`src/sv/csc_pkg.sv`:
```
// ----------------------------------------------------------------------------
// csc_pkg: shared types and constants
// Register indexes, field widths, the result record and the color table.
// ----------------------------------------------------------------------------
package csc_pkg;

  localparam int NUM_COLORS  = 7;
  localparam int SAMPLE_BITS = 10;
  localparam int COLOR_W     = $clog2(NUM_COLORS);
  localparam int MS_W        = 16;
  localparam int THR_W       = 10;
  localparam int LEVEL_W     = 8;
  localparam int COUNT_W     = 4;
  localparam int CFG_IDX_W   = 2;
  localparam int CFG_DATA_W  = 16;
  localparam int IN_DATA_W   = 16;
  localparam int OUT_DATA_W  = 40;

  localparam logic [MS_W-1:0]    SAMPLE_WINDOW_RST = MS_W'(250);
  localparam logic [MS_W-1:0]    CLAP_WINDOW_RST   = MS_W'(500);
  localparam logic [THR_W-1:0]   CLAP_THRESHOLD_RST = THR_W'(921);
  localparam logic [COUNT_W-1:0] COUNT_MAX         = '1;

  typedef enum logic [CFG_IDX_W-1:0] {
    REG_SAMPLE_WINDOW = 2'd0,
    REG_CLAP_WINDOW   = 2'd1,
    REG_CLAP_THRESHOLD = 2'd2
  } cfg_reg_t;

  typedef enum logic {
    MODE_SAMPLE = 1'b0,
    MODE_TICK   = 1'b1
  } item_mode_t;

  // Events raised by the window tracker for the clap logic
  typedef struct packed {
    logic done;
    logic clap;
  } win_ev_t;

  // Result record, first field in the highest bits
  typedef struct packed {
    logic                   clap_seen;
    logic [9:0]             peak_to_peak;
    logic                   window_done;
    logic [2:0]             color_index;
    logic                   lamp_on;
    logic [LEVEL_W-1:0]     blue_level;
    logic [LEVEL_W-1:0]     green_level;
    logic [LEVEL_W-1:0]     red_level;
  } result_t;

  typedef struct packed {
    logic [LEVEL_W-1:0] r;
    logic [LEVEL_W-1:0] g;
    logic [LEVEL_W-1:0] b;
  } rgb_t;

  // Seven colors, repeated for table indexes past index 6
  function automatic rgb_t palette(input logic [3:0] idx);
    rgb_t c;
    case (idx)
      4'd0, 4'd7, 4'd14: c = '{8'hFF, 8'hFF, 8'hFF};
      4'd1, 4'd8, 4'd15: c = '{8'hFF, 8'hFF, 8'h00};
      4'd2, 4'd9:        c = '{8'hFF, 8'h00, 8'h00};
      4'd3, 4'd10:       c = '{8'hFF, 8'h00, 8'hFF};
      4'd4, 4'd11:       c = '{8'h00, 8'hFF, 8'hFF};
      4'd5, 4'd12:       c = '{8'h00, 8'hFF, 8'h00};
      4'd6, 4'd13:       c = '{8'h00, 8'h00, 8'hFF};
      default:           c = '{8'hFF, 8'hFF, 8'hFF};
    endcase
    return c;
  endfunction

endpackage

```
`src/sv/csc_window.sv`:
```
// ----------------------------------------------------------------------------
// csc_window: sampling window tracker
// Running max/min over a window of ticks, peak-to-peak span and clap flag.
// ----------------------------------------------------------------------------
module csc_window (
  input  logic                                clk,
  input  logic                                rst,
  input  logic                                accept,
  input  logic                                mode,
  input  logic [csc_pkg::SAMPLE_BITS-1:0]     sample,
  input  logic [csc_pkg::MS_W-1:0]            sample_window_ms,
  input  logic [csc_pkg::THR_W-1:0]           clap_threshold,
  output csc_pkg::win_ev_t                    ev,
  output logic [csc_pkg::SAMPLE_BITS-1:0]     span_next
);
  import csc_pkg::*;

  localparam logic [SAMPLE_BITS:0] MIN_EMPTY = (SAMPLE_BITS+1)'(1) << SAMPLE_BITS;

  logic [SAMPLE_BITS-1:0] window_max, window_max_next;
  logic [SAMPLE_BITS:0]   window_min, window_min_next;
  logic [MS_W-1:0]        window_elapsed, window_elapsed_next;
  logic [SAMPLE_BITS-1:0] held_span;
  logic [MS_W-1:0]        elapsed_bump;
  logic [SAMPLE_BITS-1:0] span;

  assign elapsed_bump = (window_elapsed == '1) ? window_elapsed : window_elapsed + 1'b1;
  // Empty window leaves min above max: span is zero
  assign span = ({1'b0, window_max} >= window_min)
              ? window_max - window_min[SAMPLE_BITS-1:0] : '0;

  always_comb begin
    window_max_next     = window_max;
    window_min_next     = window_min;
    window_elapsed_next = window_elapsed;
    span_next           = held_span;
    ev                  = '0;
    if (accept) begin
      if (mode == MODE_SAMPLE) begin
        // Samples arriving after the window end are dropped
        if (window_elapsed < sample_window_ms) begin
          if (sample > window_max) window_max_next = sample;
          if ({1'b0, sample} < window_min) window_min_next = {1'b0, sample};
        end
      end else begin
        window_elapsed_next = elapsed_bump;
        if (elapsed_bump >= sample_window_ms) begin
          ev.done             = 1'b1;
          window_elapsed_next = '0;
          span_next           = span;
          window_max_next     = '0;
          window_min_next     = MIN_EMPTY;
          // Compare at full span width against the zero-extended threshold
          ev.clap             = (MS_W'(span) > MS_W'(clap_threshold));
        end
      end
    end
  end

  always_ff @(posedge clk) begin
    if (rst) begin
      window_max     <= '0;
      window_min     <= MIN_EMPTY;
      window_elapsed <= '0;
      held_span      <= '0;
    end else begin
      window_max     <= window_max_next;
      window_min     <= window_min_next;
      window_elapsed <= window_elapsed_next;
      held_span      <= span_next;
    end
  end

endmodule

```
`src/sv/csc_lamp.sv`:
```
// ----------------------------------------------------------------------------
// csc_lamp: clap counter and lamp state
// Counts claps in the clap window, toggles the lamp or steps the color.
// ----------------------------------------------------------------------------
module csc_lamp (
  input  logic                          clk,
  input  logic                          rst,
  input  logic                          tick,
  input  csc_pkg::win_ev_t              ev,
  input  logic [csc_pkg::MS_W-1:0]      clap_window_ms,
  output logic                          lit_next,
  output logic [csc_pkg::COLOR_W-1:0]   color_next
);
  import csc_pkg::*;

  localparam logic [COLOR_W-1:0] COLOR_LAST = COLOR_W'(NUM_COLORS - 1);

  logic [MS_W-1:0]    clap_elapsed, clap_elapsed_next, ce_bump, ce_mid;
  logic [COUNT_W-1:0] clap_count, clap_count_next, count_mid;
  logic [COLOR_W-1:0] color_sel;
  logic               lit;

  assign ce_bump = (clap_elapsed == '1) ? clap_elapsed : clap_elapsed + 1'b1;

  always_comb begin
    clap_elapsed_next = clap_elapsed;
    clap_count_next   = clap_count;
    lit_next          = lit;
    color_next        = color_sel;
    ce_mid            = ce_bump;
    count_mid         = clap_count;
    if (ev.clap) begin
      // First clap restarts the clap window
      if (clap_count == '0) ce_mid = '0;
      if (clap_count != COUNT_MAX) count_mid = clap_count + 1'b1;
    end
    if (tick) begin
      clap_elapsed_next = ce_mid;
      clap_count_next   = count_mid;
      if (ce_mid > clap_window_ms) begin
        clap_elapsed_next = '0;
        clap_count_next   = '0;
        if (count_mid == COUNT_W'(2)) begin
          lit_next = ~lit;
        end else if (count_mid == COUNT_W'(1) && lit) begin
          color_next = (color_sel >= COLOR_LAST) ? '0 : color_sel + 1'b1;
        end
      end
    end
  end

  always_ff @(posedge clk) begin
    if (rst) begin
      clap_elapsed <= '0;
      clap_count   <= '0;
      color_sel    <= '0;
      lit          <= 1'b1;
    end else begin
      clap_elapsed <= clap_elapsed_next;
      clap_count   <= clap_count_next;
      color_sel    <= color_next;
      lit          <= lit_next;
    end
  end

endmodule

```
`src/sv/clap_switch_color_cycler_top.sv`:
```
// ----------------------------------------------------------------------------
// clap_switch_color_cycler_top: sound-activated RGB lamp control
// Peak-to-peak clap detection over tick-timed windows driving a color lamp.
// ----------------------------------------------------------------------------
//  channel  | dir | payload
//  ---------+-----+-----------------------------------------------------------
//  s_t*     | in  | tuser: mode (0 sample, 1 tick); tdata: sample [9:0]
//  m_t*     | out | tdata: red, green, blue, lamp_on, color_index,
//           |     |        window_done, peak_to_peak, clap_seen
//  cfg_*    | in  | write enable, register index, 16-bit data
//
//  Each item's state update is one pass of short logic into the state and
//  result registers, so the rate is one item/cycle while s_tready is high.
//  A result loads the main output register, or skid while that is held.
//  A two-entry output stage (result + skid) keeps s_tready high while one
//  result waits; s_tready drops only when both entries are full.
//  rst is synchronous: lamp on, white, empty windows, registers at defaults.
// ----------------------------------------------------------------------------
module clap_switch_color_cycler_top (
  input  logic                                 clk,
  input  logic                                 rst,
  input  logic                                 s_tvalid,
  output logic                                 s_tready,
  input  logic [csc_pkg::IN_DATA_W-1:0]        s_tdata,   // sample[9:0], zero pad
  input  logic                                 s_tuser,   // mode
  output logic                                 m_tvalid,
  input  logic                                 m_tready,
  // red[7:0], green[15:8], blue[23:16], lamp_on[24], color_index[27:25],
  // window_done[28], peak_to_peak[38:29], clap_seen[39]
  output logic [csc_pkg::OUT_DATA_W-1:0]       m_tdata,
  input  logic                                 cfg_we,
  input  logic [csc_pkg::CFG_IDX_W-1:0]        cfg_index,
  input  logic [csc_pkg::CFG_DATA_W-1:0]       cfg_data
);
  import csc_pkg::*;

  // Configuration registers
  logic [MS_W-1:0]  sample_window_ms;
  logic [MS_W-1:0]  clap_window_ms;
  logic [THR_W-1:0] clap_threshold;

  logic                   accept;
  logic                   tick;
  win_ev_t                ev;
  logic [SAMPLE_BITS-1:0] span_next;
  logic                   lit_next;
  logic [COLOR_W-1:0]     color_next;
  logic [3:0]             color_idx16;
  rgb_t                   rgb;
  result_t                res;

  // Output stage: main register plus skid entry
  result_t out_q, skid_q;
  logic    out_valid, skid_valid;

  assign accept   = s_tvalid && s_tready;
  assign tick     = accept && (s_tuser == MODE_TICK);
  assign s_tready = !skid_valid;

  always_ff @(posedge clk) begin
    if (rst) begin
      sample_window_ms <= SAMPLE_WINDOW_RST;
      clap_window_ms   <= CLAP_WINDOW_RST;
      clap_threshold   <= CLAP_THRESHOLD_RST;
    end else if (cfg_we) begin
      case (cfg_index)
        REG_SAMPLE_WINDOW:  sample_window_ms <= cfg_data;
        REG_CLAP_WINDOW:    clap_window_ms   <= cfg_data;
        REG_CLAP_THRESHOLD: clap_threshold   <= cfg_data[THR_W-1:0];
        default: ;
      endcase
    end
  end

  csc_window u_window (
    .clk              (clk),
    .rst              (rst),
    .accept           (accept),
    .mode             (s_tuser),
    .sample           (s_tdata[SAMPLE_BITS-1:0]),
    .sample_window_ms (sample_window_ms),
    .clap_threshold   (clap_threshold),
    .ev               (ev),
    .span_next        (span_next)
  );

  csc_lamp u_lamp (
    .clk            (clk),
    .rst            (rst),
    .tick           (tick),
    .ev             (ev),
    .clap_window_ms (clap_window_ms),
    .lit_next       (lit_next),
    .color_next     (color_next)
  );

  // Build the result from the post-update state
  assign color_idx16 = 4'(color_next);
  assign rgb         = palette(color_idx16);

  always_comb begin
    res              = '0;
    res.red_level    = lit_next ? rgb.r : '0;
    res.green_level  = lit_next ? rgb.g : '0;
    res.blue_level   = lit_next ? rgb.b : '0;
    res.lamp_on      = lit_next;
    res.color_index  = color_idx16[2:0];
    res.window_done  = ev.done;
    res.peak_to_peak = 10'(span_next);
    res.clap_seen    = ev.clap;
  end

  // Load the main register when it is empty or draining, else park in skid;
  // refill the main register from skid when it drains.
  always_ff @(posedge clk) begin
    if (rst) begin
      out_valid  <= 1'b0;
      skid_valid <= 1'b0;
    end else begin
      if (!out_valid || m_tready) begin
        if (skid_valid) begin
          out_valid  <= 1'b1;
          skid_valid <= accept;
        end else begin
          out_valid <= accept;
        end
      end else if (accept) begin
        skid_valid <= 1'b1;
      end
    end
  end

  always_ff @(posedge clk) begin
    if (!out_valid || m_tready) begin
      if (skid_valid) begin
        out_q <= skid_q;
        if (accept) skid_q <= res;
      end else if (accept) begin
        out_q <= res;
      end
    end else if (accept) begin
      skid_q <= res;
    end
  end

  assign m_tvalid = out_valid;
  assign m_tdata  = out_q;

  // Skid entry is only ever filled behind a held result
  a_skid_behind_out: assert property (@(posedge clk) disable iff (rst)
    skid_valid |-> out_valid)
    else $error("skid entry valid without main result");

  // A dark lamp drives all PWM levels to zero
  a_dark_levels: assert property (@(posedge clk) disable iff (rst)
    (m_tvalid && !m_tdata[24]) |-> (m_tdata[23:0] == '0))
    else $error("levels nonzero while lamp off");

  // A clap is only reported on a tick that closed a window
  a_clap_on_close: assert property (@(posedge clk) disable iff (rst)
    (m_tvalid && m_tdata[39]) |-> m_tdata[28])
    else $error("clap without window close");

  // Stalled output holds while a result waits
  a_stall_hold: assert property (@(posedge clk) disable iff (rst)
    (out_valid && !m_tready) |=> (out_valid && $stable(out_q)))
    else $error("pending result changed under stall");

endmodule
```
`config.mk`:
```
export PLATFORM = sky130hd
export DESIGN_NAME = clap_switch_color_cycler_top
export DESIGN_NICKNAME = d
export VERILOG_FILES = /design/src/sv/csc_pkg.sv /design/src/sv/csc_window.sv /design/src/sv/csc_lamp.sv /design/src/sv/clap_switch_color_cycler_top.sv
export SDC_FILE = /design/constraint.sdc
export NUM_CORES = 1
export LEC_CHECK = 0
export BUFFER_PORTS_ARGS = -buffer_cell sky130_fd_sc_hd__buf_2
export CAP_MARGIN = 10
export CORE_MARGIN = 5
export CORE_UTILIZATION = 60
export CTS_CLUSTER_DIAMETER = 80
export DETAILED_ROUTE_END_ITERATION = 10
export GPL_TIMING_DRIVEN = 0
export PLACE_DENSITY_LB_ADDON = 0.12
export SLEW_MARGIN = 40
export SYNTH_ARGS = -nofsm -noshare
export SYNTH_HDL_FRONTEND = slang
export SYNTH_SLANG_ARGS = --single-unit
```
`constraint.sdc`:
```
create_clock -name clk -period 8.6 [get_ports clk]
set_input_delay 0.43 -clock clk [delete_from_list [all_inputs] [get_ports clk]]
set_output_delay 0.43 -clock clk [all_outputs]
set_load 0.005 [all_outputs]
```
Word level (Yosys, flattened, before mapping)
Memory sizes are Yosys's and may differ from the RTL's.
Cells that the tools add are included.
{"block": "totals", "n_memories": 1, "latch_bits": 0, "romBits": 384, "ff_bits": 195, "mem_bits_rw": 0, "inputBits": 40}
{"block": "classes", "eq_ne": 9, "bitwise": 1, "muxes": 44, "mul": 0, "n_shift": 0, "add_sub_neg": 5, "order_cmp": 8, "reduce_logical": 20, "n_div": 0}
{"name": "(name not given)", "words": 16, "word_bits": 24, "read_ports": 1, "rd_ports_with_merged_regs": 0, "wr": 0, "line_no": "csc_pkg.sv:62", "rtl": "case (idx)"}
{"cell": "$mux W40", "count": 5}
{"cell": "$mux W16", "count": 6}
{"cell": "$mux W10", "count": 8}
{"cell": "$mux W11", "count": 4}
{"cell": "$add A16 B1 Y16 const B", "count": 2}
{"cell": "$eq A16 B16 Y1 const B", "count": 2}
{"cell": "$mux W8", "count": 3}
{"cell": "$gt A10 B10 Y1", "count": 2}
{"cell": "$ge A16 B16 Y1", "count": 1}
{"cell": "$gt A16 B16 Y1", "count": 1}
{"cell": "$lt A16 B16 Y1", "count": 1}
{"cell": "$mux W3", "count": 5}
{"cell": "$mux W4", "count": 3}
{"cell": "$ge A10 B11 Y1", "count": 1}
{"cell": "$lt A10 B11 Y1", "count": 1}
{"cell": "$reduce_and A2 Y1", "count": 5}
{"cell": "$reduce_bool A2 Y1", "count": 5}
{"cell": "$sub A10 B10 Y10", "count": 1}
{"cell": "$reduce_and A4 Y1", "count": 2}
{"cell": "$mux W1", "count": 7}
{"cell": "$mux W2", "count": 3}
{"cell": "$add A4 B1 Y4 const B", "count": 1}
{"cell": "$eq A4 B1 Y1 const B", "count": 1}
{"cell": "$eq A4 B2 Y1 const B", "count": 1}
{"cell": "13 further kinds", "count": 16}

Depth between registers and ports, before layout
An unclocked memory read counts as a cell.
{"block": "depth", "word_depth": 18, "depth_mapped": 36}

By module
From an unflattened synthesis, not the netlist that was laid out.
{"block": "unflattened", "cells_unflattened": 1076, "area_unflattened_um2": 9770.6}
{"mod": "csc_window", "seq_area_each_um2": 940.9, "area_each_um2": 4362.9, "instances": 1, "cells_per_inst": 533}
{"mod": "clap_switch_color_cycler_top", "seq_area_each_um2": 2021.9, "area_each_um2": 3418.3, "instances": 1, "cells_per_inst": 279}
{"mod": "csc_lamp", "seq_area_each_um2": 480.5, "area_each_um2": 1989.4, "instances": 1, "cells_per_inst": 264}

Worst setup path after synthesis
Ideal clock, no wire load.
{"block": "synth_path", "path_type": "flip-flop to flip-flop", "from": "register u_window.window_min[1]", "to": "register out_q (netlist bit m_tdata[14]), data pin", "n_path_buf": 4, "period_less_slack_ns": 6.684, "stages_incl_launch_ff": 37, "t_required_ns": 8.431, "arrival_time_ns": 6.515, "slack_ns": 1.916, "path_cell_list": "dfxtp_1 -> inv_1 -> ha_1 -> nor2b_1 -> o21ai_0 -> a21oi_1 -> o21a_1 -> o21ai_0 -> a211o_1 -> a21o_1 -> clkbuf_1 -> nor2_1 -> ha_1 -> nand2_1 -> and3_1 -> o221ai_1 -> and3_1 -> buf_2 -> and4_1 -> clkbuf_1 -> clkbuf_1 -> nor2_1 -> ha_1 -> nand3_1 -> nor3_1 -> a21bo_2 -> nand4_1 -> nand2_1 -> a221oi_4 -> mux2i_1 -> inv_1 -> ha_1 -> nor2b_1 -> a31oi_1 -> mux2i_1 -> a221oi_2 -> o31ai_1"}
{"block": "synth_between", "elab_chain_len": 17, "word_cells_on_any_way": 24, "cone_classes": "add/sub (1); order compare (3); eq/ne (2); mux (16); reduce/logical (1); memory (1)"}
{"element": "from (decl)", "line_no": "csc_window.sv:21", "rtl": "logic [SAMPLE_BITS:0] window_min, window_min_next;"}
{"element": "from (signal assigned)", "line_no": "csc_window.sv:68", "rtl": "window_min <= window_min_next;"}
{"element": "$sub A10 B10 Y10 / $ge A10 B11 Y1 (equally long branches)", "line_no": "csc_window.sv:30, csc_window.sv:29"}
{"element": "$mux W10 *", "line_no": "csc_window.sv:30", "rtl": "? window_max - window_min[SAMPLE_BITS-1:0] : '0;"}
{"element": "$gt A10 B10 Y1 *", "line_no": "csc_window.sv:54", "rtl": "ev.clap = (MS_W'(span) > MS_W'(clap_threshold));"}
{"element": "$mux W2 *", "line_no": "csc_window.sv:47", "rtl": "if (elapsed_bump >= sample_window_ms) begin"}
{"element": "$mux W2 *", "line_no": "csc_window.sv:39", "rtl": "if (mode == MODE_SAMPLE) begin"}
{"element": "$mux W2 *", "line_no": "csc_window.sv:38", "rtl": "if (accept) begin"}
{"element": "branches (longest 5 deep; another with $gt A16 B16 Y1)"}
{"element": "$mux W3 *", "line_no": "csc_lamp.sv:40", "rtl": "if (ce_mid > clap_window_ms) begin"}
{"element": "$mux W3 *", "line_no": "csc_lamp.sv:37", "rtl": "if (tick) begin"}
{"element": "net color_next[1]", "line_no": "clap_switch_color_cycler_top.sv:47", "rtl": "logic [COLOR_W-1:0] color_next;"}
{"element": "$mem_v2 Z16 W24 *"}
{"element": "$mux W8 *", "line_no": "clap_switch_color_cycler_top.sv:104", "rtl": "res.green_level = lit_next ? rgb.g : '0;"}
{"element": "$mux W40 *", "line_no": "clap_switch_color_cycler_top.sv:138", "rtl": "end else if (accept) begin"}
{"element": "$mux W40 *", "line_no": "clap_switch_color_cycler_top.sv:135", "rtl": "if (skid_valid) begin"}
{"element": "to (signal assigned)", "line_no": "clap_switch_color_cycler_top.sv:136", "rtl": "out_q <= skid_q;"}
{"element": "to (signal assigned)", "line_no": "clap_switch_color_cycler_top.sv:139", "rtl": "out_q <= res;"}
{"element": "to (decl)", "line_no": "clap_switch_color_cycler_top.sv:53", "rtl": "result_t out_q, skid_q;"}
Mark *: on every way through the listed nets, which the timed path passes. The select of a mux whose other input is x is not followed.
A chain may end at the register's enable or synchronous reset.

Worst setup path after layout
Same ends and word-level chain as after synthesis.

==> impl_metrics.yaml <==
drt:
  vias: 7594
  via_per_inst: 5.723
  drtPass1Iterations: 5
  met3_length_um: 947
  met2WireLength_mm: 9.975
  routed_wl_mm: 21.12
  met1_length_mm: 9.810
  drc: 0
  routedWlPerCell_um: 15.92
  dr.max_layer_used: "met4"
  ant_nets: 0
  drt_iter0_drc: 438
layout:
  area_delta_synth_final_pct: 13.35
  post-route-util: 0.6876
  drive_above_1_share: 0.1440
  antenna_cells: 0
  nets: 1262
critical_path:
  worstPathArrival_ns: 7.97
  worstSetupPathType: "reg -> reg"
  required_ns: 8.83
  endpoint_kind: "register"
  critPathMostFrequentCell: "ha_1"
  crit_path_start_kind: "register"
  cp_slowest_cell: "a221oi_4"
  crit_fanout: 10
  cpPeakStageDelay_ns: 0.43
  r2r_slack_ns: 0.86
clock_tree:
  clkTransAtPathRegs_ns: 0.06
  cts.sinks: 153
  cts_buffers: 17
  ctsHtreeMaxLevel: 4
  clk_latency_ns: 0.44
  cts_root_buffer: "clkbuf_16"
  cts_tree: "yes"
  clockBufferDepth: 2
  postCtsSetupRepairBufs: 0
sta:
  fin_setup_tns_ns: 0
  skew_ns: 0.01144
  finalCriticalPeriod_ns: 7.735
  period_share: 0.8994
  fmax_ghz: 0.1293
  hold_slack_ns: 0.2399
  relSlewSlack: 0.4720
  setup_ws_ns: 0.8648
  hold_violations: 0
  finalSetupViolCount: 0
  rsz0062_at_grt: "false"
  drv_slew: 0
  timing_worst_slew_pin_value_ns: 0.7873
yosys:
  synth_cells: 1036
  synth_seq_cells: 153
  ys_types: 68
  ys_warn_count: 0
  synth_ff_type: "dfxtp_1"
  seq_area_frac_synth: 0.3762
  synth_top_area_frac: 0.2515
  synth_nets: 1171
  syn_area_mm2: 0.009154
  synth-async-reset-ratio: 0
  synth_top_area_cell: "dfxtp_1"
  netlist_top_cells_area: "dfxtp_1 25%, ha_1 13%, edfxtp_1 12%"
  syn_avg_cell_area_um2: 8.836
  synth_edf_count: 38
power:
  swShare: 0.2371
  power_density_mw_per_mm2: 164.1
  total_power_w: 0.001703
  p_comb_frac: 0.101
  vdd_drop_max_mv: 0.1642
  p_leak_nw: 4.352
  power_frac_seq: 0.448
  p_sw_w: 0.0004038
  p_int_w: 0.001299
  p_clk_frac: 0.451
global_route:
  grt_usage: 0.2392
  antenna_found_initial: 0
  grt_pass1_vias: 7225
  grt-ovfl-total: 0
  grt_max_degree: 20
  grt_pass1_wl_mm: 34.82
floorplanning:
  core_mm2: 0.01509
  fp.dieW_um: 133.5
  initial_core_util: 0.6066
  die_area_mm2: 0.01783
  io_pins: 82
  rows: 45
  chipHeight_um: 133.5
min_path:
  hp-class: "in -> reg"
place:
  hpwl_mm: 15.90
  gp_congestion: 0.8806
  io_buffer_count: 73
  place_worst_setup_slack_ns: 0.7101
run:
  maxCapViolCount: 0
outcome:
  status: "finished, final reports clean"
[cells in the final DEF (no fill, tap or decap), types with 7 or more instances in the layout]
cell type and count:
ha_1 94, clkbuf_1 42, buf_2 77, a21oi_1 83, a211o_1 22, nand3_1 19
nand2_1 102, clkbuf_16 19, a21o_1 14, edfxtp_1 38, a22o_1 19, dfxtp_1 115
xnor2_1 21, nor3b_1 7, mux2i_1 7, buf_4 21, nand4_1 23, nor3_1 17
a22oi_1 22, and3_1 12, nor2_1 99, nand2b_1 13, inv_1 79, nor2b_1 17
o21ai_0 27, mux2_2 17, xor2_1 9, a211oi_1 8
[area by class of cell]
class	instances	area, µm²
fillers	1221	4713
inverters	81	309.0
flip-flops and latches	153	3443
clock buffers	26	525.5
repair buffers	73	365.4
plain buffers	64	325.3
clock inverters	5	81.33
multi-input cells	737	5091
well taps	188	235.2
[synth_stat cells (4+ instances only)]
master       n
a2111oi_0    4
a211o_1     22
a211oi_1     8
a21o_1      14
a21oi_1     83
a22o_1      19
a22oi_1     22
and2_1       4
and3_1      12
and4_1       5
buf_2        4
buf_4       21
clkbuf_1    40
dfxtp_1    115
edfxtp_1    38
ha_1        94
inv_1       79
mux2_2      17
mux2i_1      7
nand2_1    102
nand2b_1    13
nand3_1     19
nand3b_1     5
nand4_1     23
nor2_1     100
nor2b_1     17
nor3_1      17
nor3b_1      7
o21a_1       7
o21ai_0     27
o31ai_1      7
or3_1        6
xnor2_1     21
xor2_1       9
[through the flow]
| stage | instances | instance area (µm²) |
|---|---|---|
| floorplan | 1036 | 9154 |
| global placement | 1297 | 9754 |
| detailed placement | 1297 | 9767 |
| CTS | 1328 | 10370 |
| global route | 1327 | 10380 |
| finish | 1327 | 10380 |
[worst paths after layout]
check,endpoint,start,cells past startpoint
worst max-delay path,m_tdata[14]$_DFFE_PP_,u_window.window_min[1]$_SDFFE_PP0P_,34
worst min register to register,sample_window_ms[12]$_SDFFE_PP0P_,sample_window_ms[12]$_SDFFE_PP0P_,2
worst max register to register,m_tdata[14]$_DFFE_PP_,u_window.window_min[1]$_SDFFE_PP0P_,34
worst min-delay path,u_window.window_max[0]$_SDFFE_PP0P_,s_tdata[0],2
[registers in the layout, summed over array words and instances (netlist names)]
register / count
sample_window_ms: 16
clap_window_ms: 16
clap_threshold: 10
skid_valid: 1
skid_q: 19
m_tdata: 19
u_lamp.clap_count: 4
u_window.window_elapsed: 16
u_lamp.clap_elapsed: 16
m_tvalid: 1
u_lamp.lit: 1
u_window.window_min: 11
u_window.held_span: 10
u_lamp.color_sel: 3
u_window.window_max: 10
[logic make-up after synthesis]
family | after synthesis | synth area share
AOI/OAI and AO/OA | 244 | 0.1853
xor gates and xnor gates | 30 | 0.02871
muxes | 24 | 0.02857
adders and majority gates | 95 | 0.1307
buffers and inverters | 146 | 0.06957
DFF | 153 | 0.3762
and+or+nand+nor | 344 | 0.1810
[timing repair]
action	4_1_cts	5_1_grt
endpoints found under the setup margin	0	2
gates resized for setup	0	2
hold buffers	0	0
[routing by layer]
layer / vias to the layer above / GRT usage
li1: 3848 / -
met3: 29 / 0.04645
met5: - / 0
met1: 3554 / 0.3079
met4: 0 / 0.08171
met2: 163 / 0.4041
[power groups by stage]
stage / Sequential (W) / Clock [W] / Combinational, W
after global placement: 0.000777 / 0 / 0.000167
after detailed placement: 0.000777 / 0 / 0.000171
after floorplan: 0.000776 / 0 / 0.000115
after global routing: 0.000764 / 0.000808 / 0.000194
after CTS: 0.000762 / 0.000776 / 0.000172
final: 0.000762 / 0.000768 / 0.000173
[critical path: cells and delay by family, from the launching register on]
| family | cells | cell delay, ns |
|---|---|---|
| AOI/OAI and AO/OA | 12 | 2.80 |
| DFF | 1 | 0.38 |
| adders and majority gates | 4 | 1.12 |
| buffers and inverters | 5 | 1.03 |
| muxes | 2 | 0.49 |
| and+or+nand+nor | 11 | 1.69 |
(Power assumes the default switching activity.)
